**config.mk**
```make
export PLATFORM = sky130hd
export DESIGN_NAME = source_line_classifier
export DESIGN_NICKNAME = d
export VERILOG_FILES = /design/src/slc_pkg.sv /design/src/slc_core.sv /design/src/source_line_classifier.sv
export SDC_FILE = /design/constraint.sdc
export NUM_CORES = 1
export LEC_CHECK = 0
export BUFFER_PORTS_ARGS = -buffer_cell sky130_fd_sc_hd__buf_4
export CAP_MARGIN = 20
export CORE_MARGIN = 10
export CORE_UTILIZATION = 39
export DETAILED_ROUTE_END_ITERATION = 7
export SLEW_MARGIN = 0
export SYNTH_ARGS = -nofsm -noshare
export SYNTH_HDL_FRONTEND = slang
export SYNTH_HIERARCHICAL = 1
export SYNTH_SLANG_ARGS = --single-unit
```
**constraint.sdc**
```tcl
create_clock -name clk_i -period 12.9 [get_ports clk_i]
set_clock_uncertainty 0.15 [all_clocks]
set_input_delay 3.225 -clock clk_i [delete_from_list [all_inputs] [get_ports clk_i]]
set_output_delay 3.225 -clock clk_i [all_outputs]
set_load 0.02 [all_outputs]
```
**src/slc_pkg.sv**
```systemverilog
`timescale 1ns / 1ps
`default_nettype none

package slc_pkg;

  // Width of every line counter, including the block comment line count.
  localparam int unsigned COUNT_WIDTH = 32;
  localparam int unsigned CHAR_WIDTH  = 16;
  localparam int unsigned LINES_WIDTH = 32;

  typedef logic [COUNT_WIDTH-1:0] cnt_t;
  typedef logic [CHAR_WIDTH-1:0]  char_t;

  localparam char_t CH_SLASH = 16'h002F;
  localparam char_t CH_STAR  = 16'h002A;
  localparam char_t CH_LF    = 16'h000A;
  localparam char_t CH_CR    = 16'h000D;
  localparam char_t CH_TAB   = 16'h0009;
  localparam char_t CH_SPACE = 16'h0020;
  localparam char_t CH_NUL   = 16'h0000;

  // The four counts of one file, as handed from the core to the result register.
  typedef struct packed {
    cnt_t total;
    cnt_t code;
    cnt_t comment;
    cnt_t blank;
  } slc_counts_t;

  // Adds two counts and clamps at the all-ones value.
  function automatic cnt_t sat_add(cnt_t a, cnt_t b);
    logic [COUNT_WIDTH:0] sum;
    sum = {1'b0, a} + {1'b0, b};
    return sum[COUNT_WIDTH] ? '1 : sum[COUNT_WIDTH-1:0];
  endfunction

endpackage

`default_nettype wire

```
**src/slc_core.sv**
```systemverilog
`timescale 1ns / 1ps
`default_nettype none

module slc_core (
  input  wire logic                clk_i,
  input  wire logic                rst_ni,
  input  wire logic                fire_i,
  input  wire slc_pkg::char_t      code_unit_i,
  input  wire logic                has_char_i,
  input  wire logic                end_of_file_i,
  output slc_pkg::slc_counts_t     counts_o
);
  import slc_pkg::*;

  cnt_t  total_q, total_d, code_q, code_d, comment_q, comment_d, blank_q, blank_d;
  cnt_t  block_q, block_d;
  logic  armed_q, armed_d, line_blank_q, line_blank_d;
  logic  pending_q, pending_d, skip_q, skip_d;
  char_t prev_q, prev_d;

  always_comb begin
    cnt_t  tot, cod, com, blk, bln;
    logic  armed, lblank, pend, skip;
    char_t prev;
    tot    = total_q;
    cod    = code_q;
    com    = comment_q;
    bln    = blank_q;
    blk    = block_q;
    armed  = armed_q;
    lblank = line_blank_q;
    pend   = pending_q;
    skip   = skip_q;
    prev   = prev_q;

    if (fire_i && has_char_i) begin
      if (skip_q) begin
        // Inside a line comment: only the newline that ends it matters.
        if (code_unit_i == CH_LF) begin
          skip = 1'b0;
        end
      end else begin
        prev = code_unit_i;
        if (code_unit_i == CH_SLASH) begin
          lblank = 1'b0;
          if (prev_q == CH_SLASH) begin
            if (armed_q) begin
              // Line comment opener: it ends the line as a comment line.
              com    = sat_add(com, cnt_t'(1));
              armed  = 1'b0;
              skip   = 1'b1;
              tot    = sat_add(tot, cnt_t'(1));
              lblank = 1'b1;
              if (pend) begin
                cod  = sat_add(cod, cnt_t'(1));
                pend = 1'b0;
              end
              prev = CH_LF;
            end
          end else if (prev_q == CH_STAR) begin
            com = sat_add(com, blk);
            blk = '0;
          end else if (blk == '0) begin
            armed = 1'b1;
          end
        end else if (code_unit_i == CH_STAR) begin
          lblank = 1'b0;
          if (prev_q == CH_SLASH) begin
            blk = sat_add(blk, cnt_t'(1));
          end
          armed = 1'b0;
        end else if (code_unit_i == CH_LF) begin
          if (blk != '0) begin
            blk = sat_add(blk, cnt_t'(1));
          end else if (lblank) begin
            bln = sat_add(bln, cnt_t'(1));
          end else if (pend) begin
            cod  = sat_add(cod, cnt_t'(1));
            pend = 1'b0;
          end
          tot    = sat_add(tot, cnt_t'(1));
          lblank = 1'b1;
        end else if (code_unit_i inside {CH_CR, CH_TAB, CH_SPACE, CH_NUL}) begin
          lblank = lblank;
        end else begin
          if (blk == '0) begin
            pend = 1'b1;
          end
          lblank = 1'b0;
        end
      end
    end

    counts_o.total   = tot;
    counts_o.code    = cod;
    counts_o.comment = com;
    counts_o.blank   = bln;

    if (fire_i && end_of_file_i) begin
      total_d      = '0;
      code_d       = '0;
      comment_d    = '0;
      blank_d      = '0;
      block_d      = '0;
      armed_d      = 1'b0;
      line_blank_d = 1'b1;
      pending_d    = 1'b0;
      skip_d       = 1'b0;
      prev_d       = CH_NUL;
    end else begin
      total_d      = tot;
      code_d       = cod;
      comment_d    = com;
      blank_d      = bln;
      block_d      = blk;
      armed_d      = armed;
      line_blank_d = lblank;
      pending_d    = pend;
      skip_d       = skip;
      prev_d       = prev;
    end
  end

  always_ff @(posedge clk_i or negedge rst_ni) begin
    if (!rst_ni) begin
      total_q      <= '0;
      code_q       <= '0;
      comment_q    <= '0;
      blank_q      <= '0;
      block_q      <= '0;
      armed_q      <= 1'b0;
      line_blank_q <= 1'b1;
      pending_q    <= 1'b0;
      skip_q       <= 1'b0;
      prev_q       <= CH_NUL;
    end else begin
      total_q      <= total_d;
      code_q       <= code_d;
      comment_q    <= comment_d;
      blank_q      <= blank_d;
      block_q      <= block_d;
      armed_q      <= armed_d;
      line_blank_q <= line_blank_d;
      pending_q    <= pending_d;
      skip_q       <= skip_d;
      prev_q       <= prev_d;
    end
  end

endmodule

`default_nettype wire

```
**src/source_line_classifier.sv**
```systemverilog
// Flow: an accepted item is held in the input register until the core takes it; the
// counts of an end-of-file item are loaded into the result register when it is taken
// and are offered on the result port from there.
// Throughput: one item per cycle while the input does not stall, set by the update of the line state.
// An end-of-file item waits in the input register only while a result is stalled.
// Reset (rst_ni, asynchronous, active low) empties both registers and clears all counts.
`timescale 1ns / 1ps
`default_nettype none

module source_line_classifier (
  input  wire logic                          clk_i,
  input  wire logic                          rst_ni,
  input  wire logic                          in_valid_i,
  output logic                               in_stall_o,
  input  wire logic [slc_pkg::CHAR_WIDTH-1:0] code_unit_i,
  input  wire logic                          has_char_i,
  input  wire logic                          end_of_file_i,
  output logic                               out_valid_o,
  input  wire logic                          out_stall_i,
  output logic [slc_pkg::LINES_WIDTH-1:0]    total_lines_o,
  output logic [slc_pkg::LINES_WIDTH-1:0]    code_lines_o,
  output logic [slc_pkg::LINES_WIDTH-1:0]    comment_lines_o,
  output logic [slc_pkg::LINES_WIDTH-1:0]    blank_lines_o
);
  import slc_pkg::*;

  // Input register: holds one item until the core takes it.
  logic  in_valid_q;
  char_t code_q;
  logic  has_char_q, eof_q;

  // Result register: holds the counts of one file until the consumer takes them.
  logic        out_valid_q;
  slc_counts_t result_q;
  slc_counts_t counts;

  logic out_free, take;

  // The result register can be loaded when it is empty or being emptied this cycle.
  assign out_free = !out_valid_q || !out_stall_i;

  // An ordinary character is always consumed; an end-of-file item needs room for
  // its result, otherwise it stays put and the input side stalls.
  assign take       = in_valid_q && (!eof_q || out_free);
  assign in_stall_o = in_valid_q && !take;

  always_ff @(posedge clk_i or negedge rst_ni) begin
    if (!rst_ni) begin
      in_valid_q <= 1'b0;
    end else if (!in_stall_o) begin
      in_valid_q <= in_valid_i;
    end
  end

  always_ff @(posedge clk_i) begin
    if (in_valid_i && !in_stall_o) begin
      code_q     <= code_unit_i;
      has_char_q <= has_char_i;
      eof_q      <= end_of_file_i;
    end
  end

  // The core holds the line state and produces the counts as they stand after
  // the current character.
  slc_core u_core (
    .clk_i         (clk_i),
    .rst_ni        (rst_ni),
    .fire_i        (take),
    .code_unit_i   (code_q),
    .has_char_i    (has_char_q),
    .end_of_file_i (eof_q),
    .counts_o      (counts)
  );

  always_ff @(posedge clk_i or negedge rst_ni) begin
    if (!rst_ni) begin
      out_valid_q <= 1'b0;
    end else if (out_free) begin
      out_valid_q <= take && eof_q;
    end
  end

  always_ff @(posedge clk_i) begin
    if (take && eof_q) begin
      result_q <= counts;
    end
  end

  assign out_valid_o     = out_valid_q;
  assign total_lines_o   = LINES_WIDTH'(result_q.total);
  assign code_lines_o    = LINES_WIDTH'(result_q.code);
  assign comment_lines_o = LINES_WIDTH'(result_q.comment);
  assign blank_lines_o   = LINES_WIDTH'(result_q.blank);

endmodule

`default_nettype wire

```
Word-level counts from Yosys, hierarchy flattened

Cells that the tools add are included.
W data, S select, Z words.

Logic and storage cells: 161
Flip-flop bits (word level): 328
Output and inout port bits: 130
ROM bits: 0
Memories kept: 0
Bits of input ports: 22
RAM bits: 0
Latch bits: 0

Divide/modulo/power cells: 0
Multipliers: 0
Equal/unequal tests: 21
Reduce and logical (&&, ||, !) cells: 26
$add $sub $neg: 6
Bitwise logic cells: 0
Shifts and indexed selects: 0
Mux-type cells: 89
$lt $le $gt $ge: 0

Operators with widths:

| cell                    | count |
|---|---|
| $mux W32                | 50 |
| $add A32 B1 Y33 const B | 5 |
| $mux W16                | 6 |
| $eq A16 B6 Y1 const B   | 5 |
| $eq A16 B4 Y1 const B   | 3 |
| $add A32 B32 Y33        | 1 |
| $mux W1                 | 33 |
| $logic_not A32 Y1       | 1 |
| $reduce_bool A32 Y1     | 1 |
| $logic_not A16 Y1       | 1 |
| $ne A4 B4 Y1 const B    | 4 |
| $reduce_bool A4 Y1      | 4 |
| $ne A3 B3 Y1 const B    | 3 |
| $reduce_and A9 Y1       | 1 |
| $reduce_and A7 Y1       | 1 |
| $ne A3 B2 Y1 const B    | 2 |
| $logic_and A1 B1 Y1     | 5 |
| $logic_not A1 Y1        | 5 |
| $ne A5 B2 Y1 const B    | 1 |
| $reduce_and A5 Y1       | 1 |
| $ne A4 B2 Y1 const B    | 1 |
| $ne A4 B3 Y1 const B    | 1 |
| $reduce_and A3 Y1       | 1 |
| $reduce_bool A3 Y1      | 1 |
| 4 further kinds         | 5 |

Logic depth before layout (Yosys ltp)

Word-level depth: 11
Gate-level depth with buffers: 12
Gate-level depth less buffers: 10

Cells and area by module

Netlist, hierarchy kept.

By module, submodules not included:

| module                 | area each (um^2) | instances | cells each | seq. area each (um^2) |
|---|---|---|---|---|
| slc_core               | 13593.0          | 1         | 1745       | 4505.6 |
| source_line_classifier | 4489.3           | 1         | 158        | 4434.3 |

Worst setup path after synthesis

OpenSTA, ideal clock, no wires.

Path kind: in2reg
Start point: in out_stall_i
End point: reg result_q (netlist bit blank_lines_o[0]), enable pin
Setup time: 0.658 ns
Data required time: 12.092 ns
Path buffers: 0
Arrival time: 9.251 ns
Cell stages on the path: 1
Path slack: 2.840 ns
Path through: a21oi_1

Cells in the longest elaborated chain, start to end: 5

RTL lines:

| element              | line                         | RTL |
|---|---|---|
| start, declared      | source_line_classifier.sv:19 | `input wire logic out_stall_i,` |
| $logic_not A1 Y1     | source_line_classifier.sv:40 | `assign out_free = !out_valid_q \|\| !out_stall_i;` |
| $logic_or A1 B1 Y1   | source_line_classifier.sv:40 |  |
| $logic_or A1 B1 Y1   | source_line_classifier.sv:44 | `assign take = in_valid_q && (!eof_q \|\| out_free);` |
| $logic_and A1 B1 Y1  | source_line_classifier.sv:44 |  |
| $logic_and A1 B1 Y1  | source_line_classifier.sv:84 | `if (take && eof_q) begin` |
| end signal, assigned | source_line_classifier.sv:85 | `result_q <= counts;` |
| end, declared        | source_line_classifier.sv:34 | `slc_counts_t result_q;` |

No other way between the ends.
A chain may end at the register's enable or synchronous reset.

Worst setup path after layout

Start point: in out_stall_i
End point: out in_stall_o

Cells in the longest elaborated chain, start to end: 6

RTL lines:

| element             | line                         | RTL |
|---|---|---|
| $logic_not A1 Y1    | source_line_classifier.sv:40 |  |
| $logic_or A1 B1 Y1  | source_line_classifier.sv:40 |  |
| $logic_or A1 B1 Y1  | source_line_classifier.sv:44 |  |
| $logic_and A1 B1 Y1 | source_line_classifier.sv:44 |  |
| $logic_not A1 Y1    | source_line_classifier.sv:45 | `assign in_stall_o = in_valid_q && !take;` |
| $logic_and A1 B1 Y1 | source_line_classifier.sv:45 |  |
| end, declared       | source_line_classifier.sv:14 | `output logic in_stall_o,` |

No other way between the ends.

==> metrics.md <==
| Metric | Value |
|---|---|
| Die Ht | `235 um` |
| Async SR Flop Fraction | `0.555` |
| Post-CTS setup repair buffer count | `0` |
| Initial drt markers | `about 1.6k` |
| Crit. End Element | `output port` |
| Synth warn | `6` |
| Status | `finished clean` |
| Top post-synthesis cells by count | `nand2_1 (200), dfrtp_1 (181), a21oi_1 (172)` |
| CTS Hold Bufs | `0` |
| Crit share post-route | `0.546` |
| Post-Syn Nets | `between 1.5k and 2k` |
| Starting Density | `0.397` |
| Antenna viol nets, final | `0` |
| Initial antenna violation count | `0` |
| Post-synth top area cell | `dfrtp_1` |
| GRT met1 Usage | `0.269` |
| Mux cell area share after synthesis | `0.00962` |
| ANT cells | `0` |
| Util after Layout | `0.464` |
| Area delta synth->final | `16.9%` |
| Sw Share | `0.246` |
| Worst setup SP type | `input pin` |
| First-pass GRT wire length | `between 80000 and 90000 um` |
| Synthesized instance count | `around 1.9k` |
| Core area | `approximately 46000 sq um` |
| Post-synthesis compound-gate area fraction | `0.204` |
| Highest clock rate | `between 100 and 150 MHz` |
| Skew-Pair Late Insertion Delay | `about 0.56 ns` |
| Final #Nets | `around 2.1k` |
| Layout cells sized above 1 | `0.134` |
| Clock root buffer | `clkbuf_16` |
| Post-Synthesis Cell Area | `between 15000 and 20000 sq um` |
| #FFs+latches synth | `328` |
| Worst EP required | `between 9 and 10 ns` |
| Post-synth top area share | `0.250` |
| Fraction of the mapped netlist area in simple logic gates | `0.223` |
| Library cells used by synthesis | `slightly below 80` |
| Finish-stage setup viols | `0` |
| Adder-cell share of the synthesized area | `0.0274` |
| Slew HR | `0.289` |
| Design Area, Final | `around 21000 sq um` |
| Leakage power | `0.00846 uW` |
| Via/cell ratio | `6.02` |
| Post-DP HPWL | `between 40000 and 50000 um` |
| Top FF cell, synth | `dfrtp_1` |
| Met3 usage | `0.0353` |
| Count of max-cap constraint violations | `0` |
| GR Util All Layers | `0.198` |
| Max-slew violations | `0` |
| EDFF count, synth | `146` |
| Sum Neg Setup Slack | `0 ns` |
| Via count | `between 15k and 20k` |
| Mapped Avg Cell Area | `between 9 and 10 sq um` |
| Top cells by area, synth | `dfrtp_1 (25%), edfxtp_1 (24%), a21oi_1 (4.8%)` |
| Placed cell area | `between 15000 and 20000 sq um` |
| Gate power share | `0.074` |
| Num CTS Buffers | `39` |
| CTS tree | `yes` |
| GR peak layer | `met2` |
| Pre-CTS setup slack | `5.85 ns` |
| Vias in the first global route | `roughly 15k` |
| WP data arrival | `about 3.7 ns` |
| Largest family of logic cells by synthesized area | `simple AND/OR/NAND/NOR gates` |
| Max VDD drop | `a little under 80 uV` |
| WL per Instance | `about 22 um` |
| IO Port Bufs | `about 150` |
| Actual slew at the worst max-slew pin | `approximately 1.1 ns` |
| Cell with the most instances after synthesis | `nand2_1` |
| Worst-path clk slew | `0.06 ns` |
| Largest net degree at the start of global routing | `89` |
| Die area | `about 55000 sq um` |
| Setup CP Type | `input pin to output port` |
| Sequential share of power | `0.469` |
| First-pass iteration count of the detailed router | `6` |
| Post_cts resized | `0` |
| Final hold vios | `0` |
| Std-Cell Rows | `78` |
| Int Pwr | `between 1500 and 2000 uW` |
| Clock share of power | `0.457` |
| Clock Sinks | `approximately 330` |
| H-tree level count | `2` |
| Grt met2 use | `0.311` |
| Total power draw | `roughly 2500 uW` |
| GPL Wtd Cong | `0.907` |
| Sw power | `616 uW` |
| Register area share after synthesis | `0.494` |
| Final WS setup | `5.86 ns` |
| CTS max path bufs | `3` |
| Min cycle time layout | `around 7.0 ns` |
| Boundary Pins | `152` |
| Die width | `~240 um` |
| WL final | `about 57000 um` |
| Drt drc | `0` |
| Pwr Density | `around 120 nW/um^2` |
| Unrepaired setup endpoints after global routing | `false` |
| Worst-path fanout max | `4` |
| Worst hold path class | `register to register` |
| Gr ovfl total | `0` |
| XOR/XNOR Fraction of Synth Area | `0.0155` |
==> sequential cells by signal, indices dropped and copies added, names as in the netlist, 16 cells and up <==
register / flops
blank_lines_o: 32
u_core/blank_q: 32
code_lines_o: 32
u_core/block_q: 32
code_q: 16
comment_lines_o: 32
u_core/prev_q: 16
u_core/comment_q: 32
u_core/total_q: 32
total_lines_o: 32
u_core/code_q: 32
==> kinds of logic after synthesis <==
kind of cell / after synthesis
flops: 328
fa+ha+maj: 39
xor+xnor: 32
mux: 16
compound gates: 577
buf+inv: 125
simple gates: 786
==> per-layer routing <==
metal	up-vias	part of all wire
met2	680	0.45
met1	7716	0.45
met5	-	0
met4	0	0.030
met3	106	0.071
li1	7454	-
==> worst max-delay path, cell delays in order <==
cell,delay [ns]
buf_4,0.12
nand4_2,0.11
inv_1,0.08
buf_4,0.13
==> power by group through the flow <==
stage / Combinational, uW / Sequential (uW) / Clock, uW
6_report: 185 / 1170 / 1140
4_1_cts: 189 / 1170 / 1170
3_3_place_gp: 186 / 1190 / 0
2_1_floorplan: 81.5 / 1200 / 0
5_1_grt: 202 / 1180 / 1210
3_5_place_dp: 188 / 1190 / 0
==> per-stage QoR <==
| stage | hold WS [ns] | instances |
|---|---|---|
| 2_1_floorplan | 0.336 | 1903 |
| 3_3_place_gp | 0.356 | 2579 |
| 3_5_place_dp | 0.373 | 2579 |
| 4_1_cts | 0.385 | 2651 |
| 5_1_grt | 0.398 | 2652 |
| 6_report | 0.381 | 2652 |
==> layout by cell type, fill, tap and decap left out, types with 8 or more instances in the layout <==
master	count
a21o_1	26
and3_1	46
o31a_1	9
nand2_1	199
a41oi_1	11
ha_1	38
a31oi_1	62
xnor2_1	18
nor3_1	41
o21ai_0	111
nor4_1	28
o21a_1	22
o31ai_1	15
edfxtp_1	146
a311oi_1	16
mux2_2	11
or3_1	10
clkbuf_16	41
nand2b_1	9
and4_1	18
nor2_1	146
a211oi_1	22
nand3_1	102
inv_1	29
clkbuf_1	8
o221ai_1	18
o22ai_1	17
nand4_1	39
and2_1	97
buf_4	171
o22a_1	21
xor2_1	14
dfrtp_1	181
a21oi_1	171
==> final cells by class <==
cell class	instances	area, sq um
Sequential cell	328	8940
Tap cell	600	751
Timing Repair Buffer	173	1310
Clock buffer	53	1110
Fill cell	4272	24400
Multi-Input combinational cell	1450	8700
Clock inverter	19	225
Inverter	29	109
==> final timing paths <==
path                                             end  cells after the start  slack [ns]         startpoint
worst max register to register      code_lines_o[27]                      8        7.99   u_core/prev_q[9]
worst max-delay path                      in_stall_o                      4        5.86        out_stall_i
min in group asynchronous          u_core/blank_q[9]                      1        2.52             rst_ni
worst min-delay path               u_core/prev_q[10]                      2        0.38  u_core/prev_q[10]
worst min register to register     u_core/prev_q[10]                      2        0.38  u_core/prev_q[10]
max in group asynchronous       u_core/comment_q[30]                      2        8.68             rst_ni
Power figures use the tool's default switching activity.
